$ cat src/rtl/swerve_module_kinematics_assert.svh
// Assertion macros for the swerve kinematics RTL.
// No dependencies; included by swk_ctrl, the file that carries assertions.
`ifndef SWERVE_MODULE_KINEMATICS_ASSERT_SVH
`define SWERVE_MODULE_KINEMATICS_ASSERT_SVH

// antecedent implies consequent in the same cycle
`define SWK_ASSERT_NOW(lbl, ck, rn, a, c) \
	lbl: assert property (@(posedge ck) disable iff (!rn) (a) |-> (c)) \
		else $error("swk assertion failed");

// antecedent implies consequent in the next cycle
`define SWK_ASSERT_NEXT(lbl, ck, rn, a, c) \
	lbl: assert property (@(posedge ck) disable iff (!rn) (a) |=> (c)) \
		else $error("swk assertion failed");

`endif

$ cat src/rtl/swk_pkg.sv
// Package for swerve kinematics: widths, constants, command struct, atan table, deadzone function.
// No dependencies.
`timescale 1ns / 1ps
package swk_pkg;
	localparam int CORDIC_ITERS   = 16;
	localparam int DEADZONE       = 3277;
	localparam int SQRT_STEPS     = 28;
	localparam int STEP_W         = 5;
	localparam int VEC_W          = 42;
	localparam int CRD_W          = 45;
	localparam int Z_W            = 26;
	localparam int CMP_W          = 29;
	localparam int SQ_W           = 56;
	localparam logic [21:0] RAD_TO_DEG_Q16 = 22'd3754936;
	localparam logic signed [Z_W-1:0] NINETY_Q16 = 26'sd5898240;
	localparam logic signed [17:0] ANGLE_LOW  = -18'sd34560;
	localparam logic signed [17:0] ANGLE_HIGH = 18'sd11520;
	localparam logic signed [34:0] COMP_LIMIT = 35'sd134217728;

	localparam logic [2:0] REG_MAX_SPEED = 3'd0;
	localparam logic [2:0] REG_MAX_ROT   = 3'd1;
	localparam logic [2:0] REG_DIST_FL   = 3'd2;
	localparam logic [2:0] REG_DIST_FR   = 3'd3;
	localparam logic [2:0] REG_DIST_BL   = 3'd4;
	localparam logic [2:0] REG_DIST_BR   = 3'd5;
	localparam logic [2:0] REG_MOUNT_COS = 3'd6;
	localparam logic [2:0] REG_MOUNT_SIN = 3'd7;

	typedef struct packed {
		logic load;
		logic pre;
		logic m1;
		logic m2;
		logic m3;
		logic m4;
		logic m5;
		logic sq_init;
		logic step;
		logic fin;
		logic wr;
		logic publish;
		logic [1:0] mod;
		logic [STEP_W-1:0] k;
	} cmd_t;

	function automatic logic signed [Z_W-1:0] atan_deg(input logic [STEP_W-1:0] i);
		logic signed [Z_W-1:0] r;
		case (i)
			5'd0:  r = 26'sd2949120;
			5'd1:  r = 26'sd1740967;
			5'd2:  r = 26'sd919879;
			5'd3:  r = 26'sd466945;
			5'd4:  r = 26'sd234379;
			5'd5:  r = 26'sd117304;
			5'd6:  r = 26'sd58666;
			5'd7:  r = 26'sd29335;
			5'd8:  r = 26'sd14668;
			5'd9:  r = 26'sd7334;
			5'd10: r = 26'sd3667;
			5'd11: r = 26'sd1833;
			5'd12: r = 26'sd917;
			5'd13: r = 26'sd458;
			5'd14: r = 26'sd229;
			5'd15: r = 26'sd115;
			5'd16: r = 26'sd57;
			5'd17: r = 26'sd29;
			5'd18: r = 26'sd14;
			5'd19: r = 26'sd7;
			5'd20: r = 26'sd4;
			5'd21: r = 26'sd2;
			5'd22: r = 26'sd1;
			default: r = '0;
		endcase
		return r;
	endfunction

	function automatic logic signed [15:0] dz(input logic signed [15:0] v);
		logic signed [16:0] a;
		a = v[15] ? -{v[15], v} : {v[15], v};
		return (v != 16'sd0 && a < 17'(DEADZONE)) ? 16'sd0 : v;
	endfunction
endpackage

$ cat src/rtl/swk_ctrl.sv
// Controller FSM for swerve kinematics: sequences the datapath per module.
// Depends on swk_pkg and swerve_module_kinematics_assert.svh.
`timescale 1ns / 1ps
`include "swerve_module_kinematics_assert.svh"
module swk_ctrl (
	input  logic clk,
	input  logic arst_n,
	input  logic in_valid,
	output logic in_ready,
	output logic out_valid,
	input  logic out_ready,
	output swk_pkg::cmd_t cmd
);
	import swk_pkg::*;

	typedef enum logic [3:0] {
		S_IDLE, S_PRE, S_M1, S_M2, S_M3, S_M4, S_M5, S_SQI, S_IT, S_FIN, S_WR, S_PUB
	} state_t;

	state_t state_q;
	logic [1:0] mod_q;
	logic [STEP_W-1:0] k_q;
	logic in_ready_q, out_valid_q;
	logic pub;

	assign in_ready  = in_ready_q;
	assign out_valid = out_valid_q;
	assign pub = (state_q == S_PUB) && (!out_valid_q || out_ready);

	always_comb begin
		cmd = '0;
		cmd.load    = in_valid && in_ready_q;
		cmd.pre     = state_q == S_PRE;
		cmd.m1      = state_q == S_M1;
		cmd.m2      = state_q == S_M2;
		cmd.m3      = state_q == S_M3;
		cmd.m4      = state_q == S_M4;
		cmd.m5      = state_q == S_M5;
		cmd.sq_init = state_q == S_SQI;
		cmd.step    = state_q == S_IT;
		cmd.fin     = state_q == S_FIN;
		cmd.wr      = state_q == S_WR;
		cmd.publish = pub;
		cmd.mod     = mod_q;
		cmd.k       = k_q;
	end

	always_ff @(posedge clk or negedge arst_n) begin
		if (!arst_n) begin
			state_q     <= S_IDLE;
			mod_q       <= '0;
			k_q         <= '0;
			in_ready_q  <= 1'b0;
			out_valid_q <= 1'b0;
		end else begin
			if (pub)
				out_valid_q <= 1'b1;
			else if (out_ready)
				out_valid_q <= 1'b0;
			unique case (state_q)
				S_IDLE: begin
					in_ready_q <= !(in_valid && in_ready_q);
					if (in_valid && in_ready_q)
						state_q <= S_PRE;
				end
				S_PRE: begin
					mod_q   <= '0;
					state_q <= S_M1;
				end
				S_M1: state_q <= S_M2;
				S_M2: state_q <= S_M3;
				S_M3: state_q <= S_M4;
				S_M4: state_q <= S_M5;
				S_M5: state_q <= S_SQI;
				S_SQI: begin
					k_q     <= '0;
					state_q <= S_IT;
				end
				S_IT: begin
					k_q <= k_q + 1'b1;
					if (k_q == STEP_W'(SQRT_STEPS - 1))
						state_q <= S_FIN;
				end
				S_FIN: state_q <= S_WR;
				S_WR: begin
					mod_q <= mod_q + 1'b1;
					state_q <= (mod_q == 2'd3) ? S_PUB : S_M1;
				end
				S_PUB: begin
					if (pub) begin
						in_ready_q  <= 1'b1;
						state_q     <= S_IDLE;
					end
				end
				default: state_q <= S_IDLE;
			endcase
		end
	end

	`SWK_ASSERT_NEXT(a_one_item, clk, arst_n, in_valid && in_ready_q, !in_ready_q)
	`SWK_ASSERT_NOW(a_step_bound, clk, arst_n, state_q == S_IT, k_q < STEP_W'(SQRT_STEPS))
	`SWK_ASSERT_NEXT(a_hold_out, clk, arst_n, out_valid_q && !out_ready, out_valid_q)
	`SWK_ASSERT_NOW(a_busy_not_ready, clk, arst_n, state_q != S_IDLE, !in_ready_q)
endmodule

$ cat config.mk
export PLATFORM = sky130hd
export DESIGN_NAME = swk_ctrl
export DESIGN_NICKNAME = d
export VERILOG_FILES = /design/src/rtl/swk_pkg.sv /design/src/rtl/swk_ctrl.sv
export VERILOG_INCLUDE_DIRS = /design/src /design/src/rtl
export SDC_FILE = /design/constraint.sdc
export NUM_CORES = 1
export LEC_CHECK = 0
export ABC_CLOCK_PERIOD_IN_PS = 2000
export BUFFER_PORTS_ARGS = -buffer_cell sky130_fd_sc_hd__buf_2
export CAP_MARGIN = 15
export CORE_MARGIN = 4
export CORE_UTILIZATION = 50
export CTS_CLUSTER_DIAMETER = 50
export DETAILED_ROUTE_END_ITERATION = 8
export PLACE_DENSITY = 0.76
export SYNTH_ARGS = -nofsm -noshare
export SYNTH_HDL_FRONTEND = slang
export SYNTH_SLANG_ARGS = --single-unit
$ cat constraint.sdc
create_clock -name clk -period 2 [get_ports clk]
set_input_delay 0.1 -clock clk [delete_from_list [all_inputs] [get_ports clk]]
set_output_delay 0.1 -clock clk [all_outputs]
set_load 0.02 [all_outputs]
======== After elaboration in Yosys (flattened, before gate mapping) ========
Cells that the tools add are included.
cells by class
  $add $sub $neg .......................... 2
  equal/unequal tests ..................... 16
  multiplexer cells ....................... 11
  reduce and logical (&&, ||, !) cells .... 12
operators with widths
  operator                                                number
  one-hot mux 4 bit (12 select lines)                     1
  == test 4 x 3 -> 1 bit (second input constant)          4
  == test 4 bit (second input constant)                   4
  two-way mux 4 bit                                       4
  one-hot mux 5 bit (2 select lines)                      1
  == test 4 x 2 -> 1 bit (second input constant)          2
  nonzero test 2 bit                                      4
  adder 5 x 1 -> 5 bit (second input constant)            1
  == test 5 bit (second input constant)                   1
  == test 4 x 1 -> 1 bit (second input constant)          1
  logical NOT 4 bit                                       1
  inequality test 2 bit (second input constant)           2
  one-hot mux 2 bit (2 select lines)                      1
  two-way mux 1 bit                                       3
  AND reduction 3 bit                                     1
  adder 2 x 1 -> 2 bit (second input constant)            1
  == test 2 bit (second input constant)                   1
  logical AND 1 bit                                       2
  logical NOT 1 bit                                       2
  inequality test 2 x 1 -> 1 bit (second input constant)  1
  one-hot mux 1 bit (2 select lines)                      1
  AND reduction 2 bit                                     1
  logical OR 1 bit                                        1
storage, ports and cells
  register bits ........................... 13
  input bits .............................. 4
  output and inout port bits .............. 21
  word-level logic and storage cells ...... 46

======== Longest topological paths before layout ========
Gate-level depths: netlist of run 1.
  word-level depth ........................ 5
  gate-level depth with buffers ........... 4
  mapped depth without buffers ............ 4

======== Least setup slack after synthesis of run 1 ========
Ideal clock, no wire load.
  path type ............................... flip-flop to flip-flop
  from .................................... reg state_q[1]
  to ...................................... reg k_q[2]
  setup time .............................. 0.079 ns
  data arrival time ....................... 1.460 ns
  data required time ...................... 1.921 ns
  slack ................................... 0.460 ns
  stages on the path, launching flop included .. 4
  path buffers ............................ 0
  period minus slack after synthesis ...... 1.540 ns
  cell sequence ........................... dfrtp_1 nor4b_4 mux2_1 mux2i_1
RTL lines
  what                    RTL line        text
  start, declared         swk_ctrl.sv:20  state_t state_q;
  start signal, assigned  swk_ctrl.sv:87  state_q <= (mod_q == 2'd3) ? S_PUB : S_M1;
  end signal, assigned    swk_ctrl.sv:80  k_q <= k_q + 1'b1;
  end, declared           swk_ctrl.sv:22  logic [STEP_W-1:0] k_q;

==> impl_metrics.tcl, run 1 <==
set metrics [dict create \
    gp_congestion 0.8190 \
    detailed_place_hpwl_um 1277 \
    drive_gt1_share_pct 28.16 \
    hold_viol_final 0 \
    crit_fanout 16 \
    cts_tree "done" \
    grt_pass1_vias 633 \
    worst_slew_pin_slew_ns 0.4564 \
    fin_cells 118 \
    initial_core_util_pct 55.84 \
    totalWireLength_um 1696 \
    die_y_um 47.30 \
    diodes 0 \
    vias_per_cell 5.847 \
    path_depth 3 \
    r2r_cells 3 \
    cts-resized-gates 0 \
    grt_max_degree 17 \
    endpoint_kind "primary output" \
    row_count 13 \
    worstSetupStartpointType "flop" \
    ioPinCount 25 \
    ys_seq_area_share_pct 42.14 \
    port_buffers 24 \
    worst_ep_required_time_ns 1.90 \
    synth_seq_cells 13 \
    path_clk_slew_ns 0.07 \
    die_area_um2 2237 \
    max_cap_violations 0 \
    ir_worst_vdd_mv 0.2991 \
    antenna_found_initial 0 \
    path_cells "or2b_1 > nor3_1 > buf_2" \
    critPathBufInv 1 \
    p_leak_nw 0.4623 \
    dieWidth_um 47.30 \
    synth.distinct_cells 33 \
    hold_depth 3 \
    post-route-util_pct 66.33 \
    first_iter_violations 12 \
    fin_crit_sh_pct 84.90 \
    grt_pass1_wl_um 2842 \
    slowest_delay_ns 0.58 \
    crit_arrival_ns 1.60 \
    crit_family "flip-flops" \
    setup_violations 0 \
    core_area_um2 1383 \
    drtAntennaViolNets 0 \
    syn_area_per_cell_um2 9.772 \
    clk_path_buf_depth 2 \
    max-slew-margin-rel_pct 69.44 \
    critPathSlowestCell "dfrtp_1" \
    drv_slew 0 \
    cts-htree-levels 1 \
    hold_class "input pin to flop" \
    tns_ns 0 \
    synth_area_um2 772.0 \
    yosys_warnings 0 \
    synth_cells 79 \
    mostFrequentLayoutCells "buf_2 (24), dfrtp_1 (13), nor2_1 (8)" \
    nets 110 \
    via_count 690 \
    status "finished, final reports clean" \
    syn-num-nets 85 \
    p_total_w 0.0004335 \
    grt_use_total_pct 18.22 \
    cts_root_buf "clkbuf_4" \
    final_common_cell "buf_2" \
    r2r-start "state_q[3]" \
    numCtsBuffers 3 \
    route.detailed.drc 0 \
    clock-sinks 13 \
    worstSkewPairLatency_ns 0.28 \
    syn2layout_area_growth_pct 18.80 \
    dpl.cell_count 113 \
    hp-start "in_valid" \
    startpoint "state_q[3]" \
    period_needed_ns 1.698 \
    routedWlPerCell_um 14.37 \
    fmax_ghz 0.5889 \
    worstSetupPathType "flop to primary output" \
    grt_overflow 0 \
    firstDrtPassIters 4 \
    power.density_nw_per_um2 472.6 \
    rsz0062_at_grt "false" \
    clock_skew_ns 0.003584 \
]
## synthesized netlist by cell type
library cell / instances / share of area, %
buf_4: 2 / 1.9
mux2_1: 1 / 1.5
nand2_1: 3 / 1.5
ha_1: 2 / 3.2
mux2i_1: 3 / 3.9
a22o_1: 1 / 1.1
o21ai_0: 4 / 2.6
nor4b_4: 1 / 3.1
and2_1: 1 / 0.81
mux2_2: 1 / 1.5
xor2_1: 1 / 1.1
a21oi_1: 6 / 3.9
a221oi_1: 1 / 1.1
nand4_1: 2 / 1.6
buf_2: 3 / 1.9
and4b_1: 2 / 2.6
nor4_1: 1 / 0.81
or4_1: 1 / 0.97
nand2b_1: 3 / 2.4
a211oi_1: 2 / 1.9
nand4b_1: 1 / 1.1
nor2_1: 8 / 3.9
or3b_1: 1 / 1.1
inv_1: 2 / 0.97
o22a_1: 1 / 1.1
nor3b_1: 1 / 0.97
or2b_1: 1 / 0.97
o22ai_1: 1 / 0.81
nor2b_1: 2 / 1.6
nor3_1: 5 / 3.2
dfrtp_1: 13 / 42
a32o_1: 1 / 1.3
o32ai_1: 1 / 1.1
## routing by layer
metal / track usage [%] / wire length, um / vias to the layer above
met4: 6.630 / 38 / 0
met1: 21.73 / 744 / 319
met5: 0 / 0 / -
met2: 30.21 / 802 / 24
li1: - / - / 340
met3: 6.130 / 112 / 7
## through the flow
| stage | setup slack (ns) | hold WS (ns) | instance area [um^2] |
|---|---|---|---|
| after floorplan | 0.4603 | -0.1956 | 772.0 |
| after global placement | 0.4421 | 0.003258 | 880.8 |
| after detailed placement | 0.3892 | 0.005249 | 880.8 |
| after CTS | 0.2896 | 0.1607 | 917.1 |
| after global routing | 0.1619 | 0.1793 | 917.1 |
| final | 0.3020 | 0.1817 | 917.1 |
## timing repair
action                                 4_1_cts  5_1_grt
setup buffers                                0        0
hold buffers                                 1        0
endpoints found under the hold margin       13        0
## worst min-delay path, stage by stage
cell	delay [ns]
buf_2	0.07
and2_1	0.16
a21oi_1	0.08
## worst paths after layout
kind / endpoint / slack [ns]
setup / recovery: cmd[7] / 0.30
hold / removal: in_ready / 0.18
setup reg to reg: k_q[2] / 0.37
hold reg to reg: k_q[4] / 0.50
max in group asynchronous: out_valid / 1.55
min in group asynchronous: mod_q[0] / 0.23
## final cells by class
cell class | instances | area, um^2
Fill cell | 114 | 465.4
Multi-Input combinational cell | 59 | 409.1
Sequential cell | 13 | 325.3
Timing Repair Buffer | 25 | 130.1
Clock buffer | 4 | 26.28
Tap cell | 15 | 18.77
Inverter | 2 | 7.507
## cell families after synthesis
group                    Yosys count  share of synthesized area [%]
AND/OR/NAND/NOR                   33                          26.74
AO/OA/AOI/OAI                     18                          15.07
flip-flops                        13                          42.14
buffers and inverters              7                          4.861
multiplexers                       5                          6.807
adder cells (fa/ha/maj)            2                          3.241
XOR/XNOR                           1                          1.135
## report_power, final
group          internal (W)             switching (W)
logic            0.00000362                0.00000566
registers          0.000263  0.0000000000000000000477
clock network     0.0000775                 0.0000842
total              0.000344                 0.0000898
## sequential cells by signal (all words and copies together) (netlist names)
name,flops
in_ready,1
k_q,5
mod_q,2
out_valid,1
state_q,4
No activity file was read; power rests on OpenSTA's default activity.
==> run 2, diff against run 1 <==
--- a/config.mk
+++ b/config.mk
@@ -6,14 +6,14 @@
 export SDC_FILE = /design/constraint.sdc
 export NUM_CORES = 1
 export LEC_CHECK = 0
-export ABC_CLOCK_PERIOD_IN_PS = 2000
+export ABC_CLOCK_PERIOD_IN_PS = 1500
 export BUFFER_PORTS_ARGS = -buffer_cell sky130_fd_sc_hd__buf_2
 export CAP_MARGIN = 15
 export CORE_MARGIN = 4
-export CORE_UTILIZATION = 50
+export CORE_UTILIZATION = 44
 export CTS_CLUSTER_DIAMETER = 50
 export DETAILED_ROUTE_END_ITERATION = 8
-export PLACE_DENSITY = 0.76
+export PLACE_DENSITY = 0.71
 export SYNTH_ARGS = -nofsm -noshare
 export SYNTH_HDL_FRONTEND = slang
 export SYNTH_SLANG_ARGS = --single-unit
==> constraint.sdc (replaced) <==
create_clock -name clk -period 1.5 [get_ports clk]
set_input_delay 0.075 -clock clk [delete_from_list [all_inputs] [get_ports clk]]
set_output_delay 0.075 -clock clk [all_outputs]
set_load 0.02 [all_outputs]
==> run 2 against run 1 <==
Global-route usage is 0.10 points lower. Cell area is 17% higher. Sequential share of layout area is 4.9 points lower. Sequential power is 33% higher. Critical endpoint is now state_q[0]. Largest power group unchanged.
==> impl_metrics.tcl, run 2 (same netlist as run 1, synthesis figures left out) <==
set metrics [dict create \
    status "finished, final reports clean" \
    fin_crit_sh_pct 98.52 \
    power.density_nw_per_um2 544.0 \
    largest_register_ffs 5 \
    clock-sinks 13 \
    worstSetupStartpointType "flop" \
    hold_viol_final 0 \
    grt_use_total_pct 18.12 \
    fin_cells 132 \
    path_clk_slew_ns 0.08 \
    firstDrtPassIters 4 \
    dpl.cell_count 120 \
    dpl_worst_slack_ns -0.01492 \
    cts_root_buf "clkbuf_4" \
    max_cap_violations 0 \
    gp_congestion 0.7516 \
    nFillCells 144 \
    detailed_place_hpwl_um 1395 \
    drtAntennaViolNets 0 \
    nets 123 \
    routedWlPerCell_um 16.35 \
    grt_pass1_vias 735 \
    grt_overflow 0 \
    clock_skew_ns 0.001381 \
    dieWidth_um 49.89 \
    via_count 783 \
    cts_tree "done" \
    reg.largest.list "k_q (5), state_q (4), mod_q (2)" \
    max-slew-margin-rel_pct 70.34 \
    period_needed_ns 1.478 \
    clk_path_buf_depth 2 \
    ioPinCount 25 \
    port_buffers 24 \
    path_cells "buf_4 > or4_1 > a32o_1" \
    ir_worst_vdd_mv 0.3016 \
    totalWireLength_um 2158 \
    numCtsBuffers 3 \
    worstSetupPathType "flop to flop" \
    p_leak_nw 0.5336 \
    worst_slew_pin_slew_ns 0.4409 \
    critPathSlowestCell "or4_1" \
    route.detailed.drc 0 \
    drv_slew 0 \
    syn2layout_area_growth_pct 38.90 \
    post-route-util_pct 68.02 \
    crit_fanout 3 \
    final_common_cell "buf_2" \
    crit_arrival_ns 1.64 \
    hold_class "input pin to flop" \
    die_y_um 49.89 \
    row_count 14 \
    vias_per_cell 5.932 \
    regMostFlops "k_q" \
    core_area_um2 1577 \
    crit_family "simple AND/OR/NAND/NOR gates" \
    grt_pass1_wl_um 3443 \
    setup_ws_ns 0.02225 \
    initial_core_util_pct 48.97 \
    diodes 0 \
    fmax_ghz 0.6767 \
    mostFrequentLayoutCells "buf_2 (21), buf_4 (14), dfrtp_1 (11)" \
    die_area_um2 2489 \
    worst_ep_required_time_ns 1.67 \
    drive_gt1_share_pct 46.55 \
    tns_ns 0 \
    critPathBufInv 1 \
    grt_max_degree 14 \
    antenna_found_initial 0 \
    worstSkewPairLatency_ns 0.27 \
    endpoint_kind "flop" \
    slowest_delay_ns 0.51 \
    first_iter_violations 11 \
    cts-htree-levels 1 \
    setup_violations 0 \
]
-- run 2: changes by cell type in the layout (fill, tap and decap cells not counted), moves of 2 or more --
cell      before  now
nor3_2         0    4
buf_6          0    2
dfrtp_1       13   11
buf_4          0   14
buf_2         24   21
dfrtp_2        0    2
nor3_1         5    1
nand2b_1       3    1
-- run 2: worst register-to-register path: stages, from the launching register on --
cell	delay, ns
dfrtp_1	0.43
buf_4	0.16
or4_1	0.51
a32o_1	0.27
-- run 2: metal layers --
layer | part of all wire (%) | up-vias | global-route usage (%)
li1 | - | 364 | -
met1 | 41 | 386 | 21.51
met2 | 52 | 27 | 30.84
met3 | 4.5 | 6 | 2.410
met4 | 2.2 | 0 | 10.60
met5 | 0 | - | 0
-- run 2: layout make-up --
| type | count | area [um^2] | area share [%] |
|---|---|---|---|
| tap | 16 | 20.02 | 1.867 |
| clock buffer | 4 | 26.28 | 2.450 |
| multi-input combinational | 59 | 447.9 | 41.77 |
| inverter | 2 | 7.507 | 0.7001 |
| timing repair buffer | 38 | 242.7 | 22.64 |
| sequential | 13 | 327.8 | 30.57 |
-- run 2: timing repair --
action	4_1_cts	5_1_grt
hold buffers	1	0
hold endpoints to repair	13	0
buffers inserted	6	1
pin swaps	1	2
setup endpoints to repair	9	14
resized for setup	5	13
-- run 2: power breakdown --
| group | internal [W] | switching, W |
|---|---|---|
| registers | 0.000350 | 0.0000000000000000000761 |
| logic | 0.00000482 | 0.00000828 |
| clock network | 0.000103 | 0.000117 |
| total | 0.000458 | 0.000125 |
-- run 2: path summary, 6_finish.rpt --
path | from | to | slack [ns] | depth (start not counted)
setup / recovery | state_q[1] | state_q[0] | 0.02 | 3
min in group asynchronous | arst_n | k_q[4] | 0.23 | 2
setup reg to reg | state_q[1] | state_q[0] | 0.02 | 3
max in group asynchronous | arst_n | state_q[2] | 1.01 | 2
hold reg to reg | k_q[4] | k_q[4] | 0.51 | 1
hold / removal | in_valid | in_ready | 0.13 | 3
-- run 2: metrics by stage --
stage	total power [W]	area, um^2	hold WS [ns]
finish	0.0005833	1072	0.1318
global route	0.0006013	1072	0.1548
CTS	0.0005846	1020	0.1356
detailed placement	0.0003684	927.1	-0.01980
global placement	0.0003682	927.1	-0.01982
floorplan	0.0003576	772.0	-0.2206
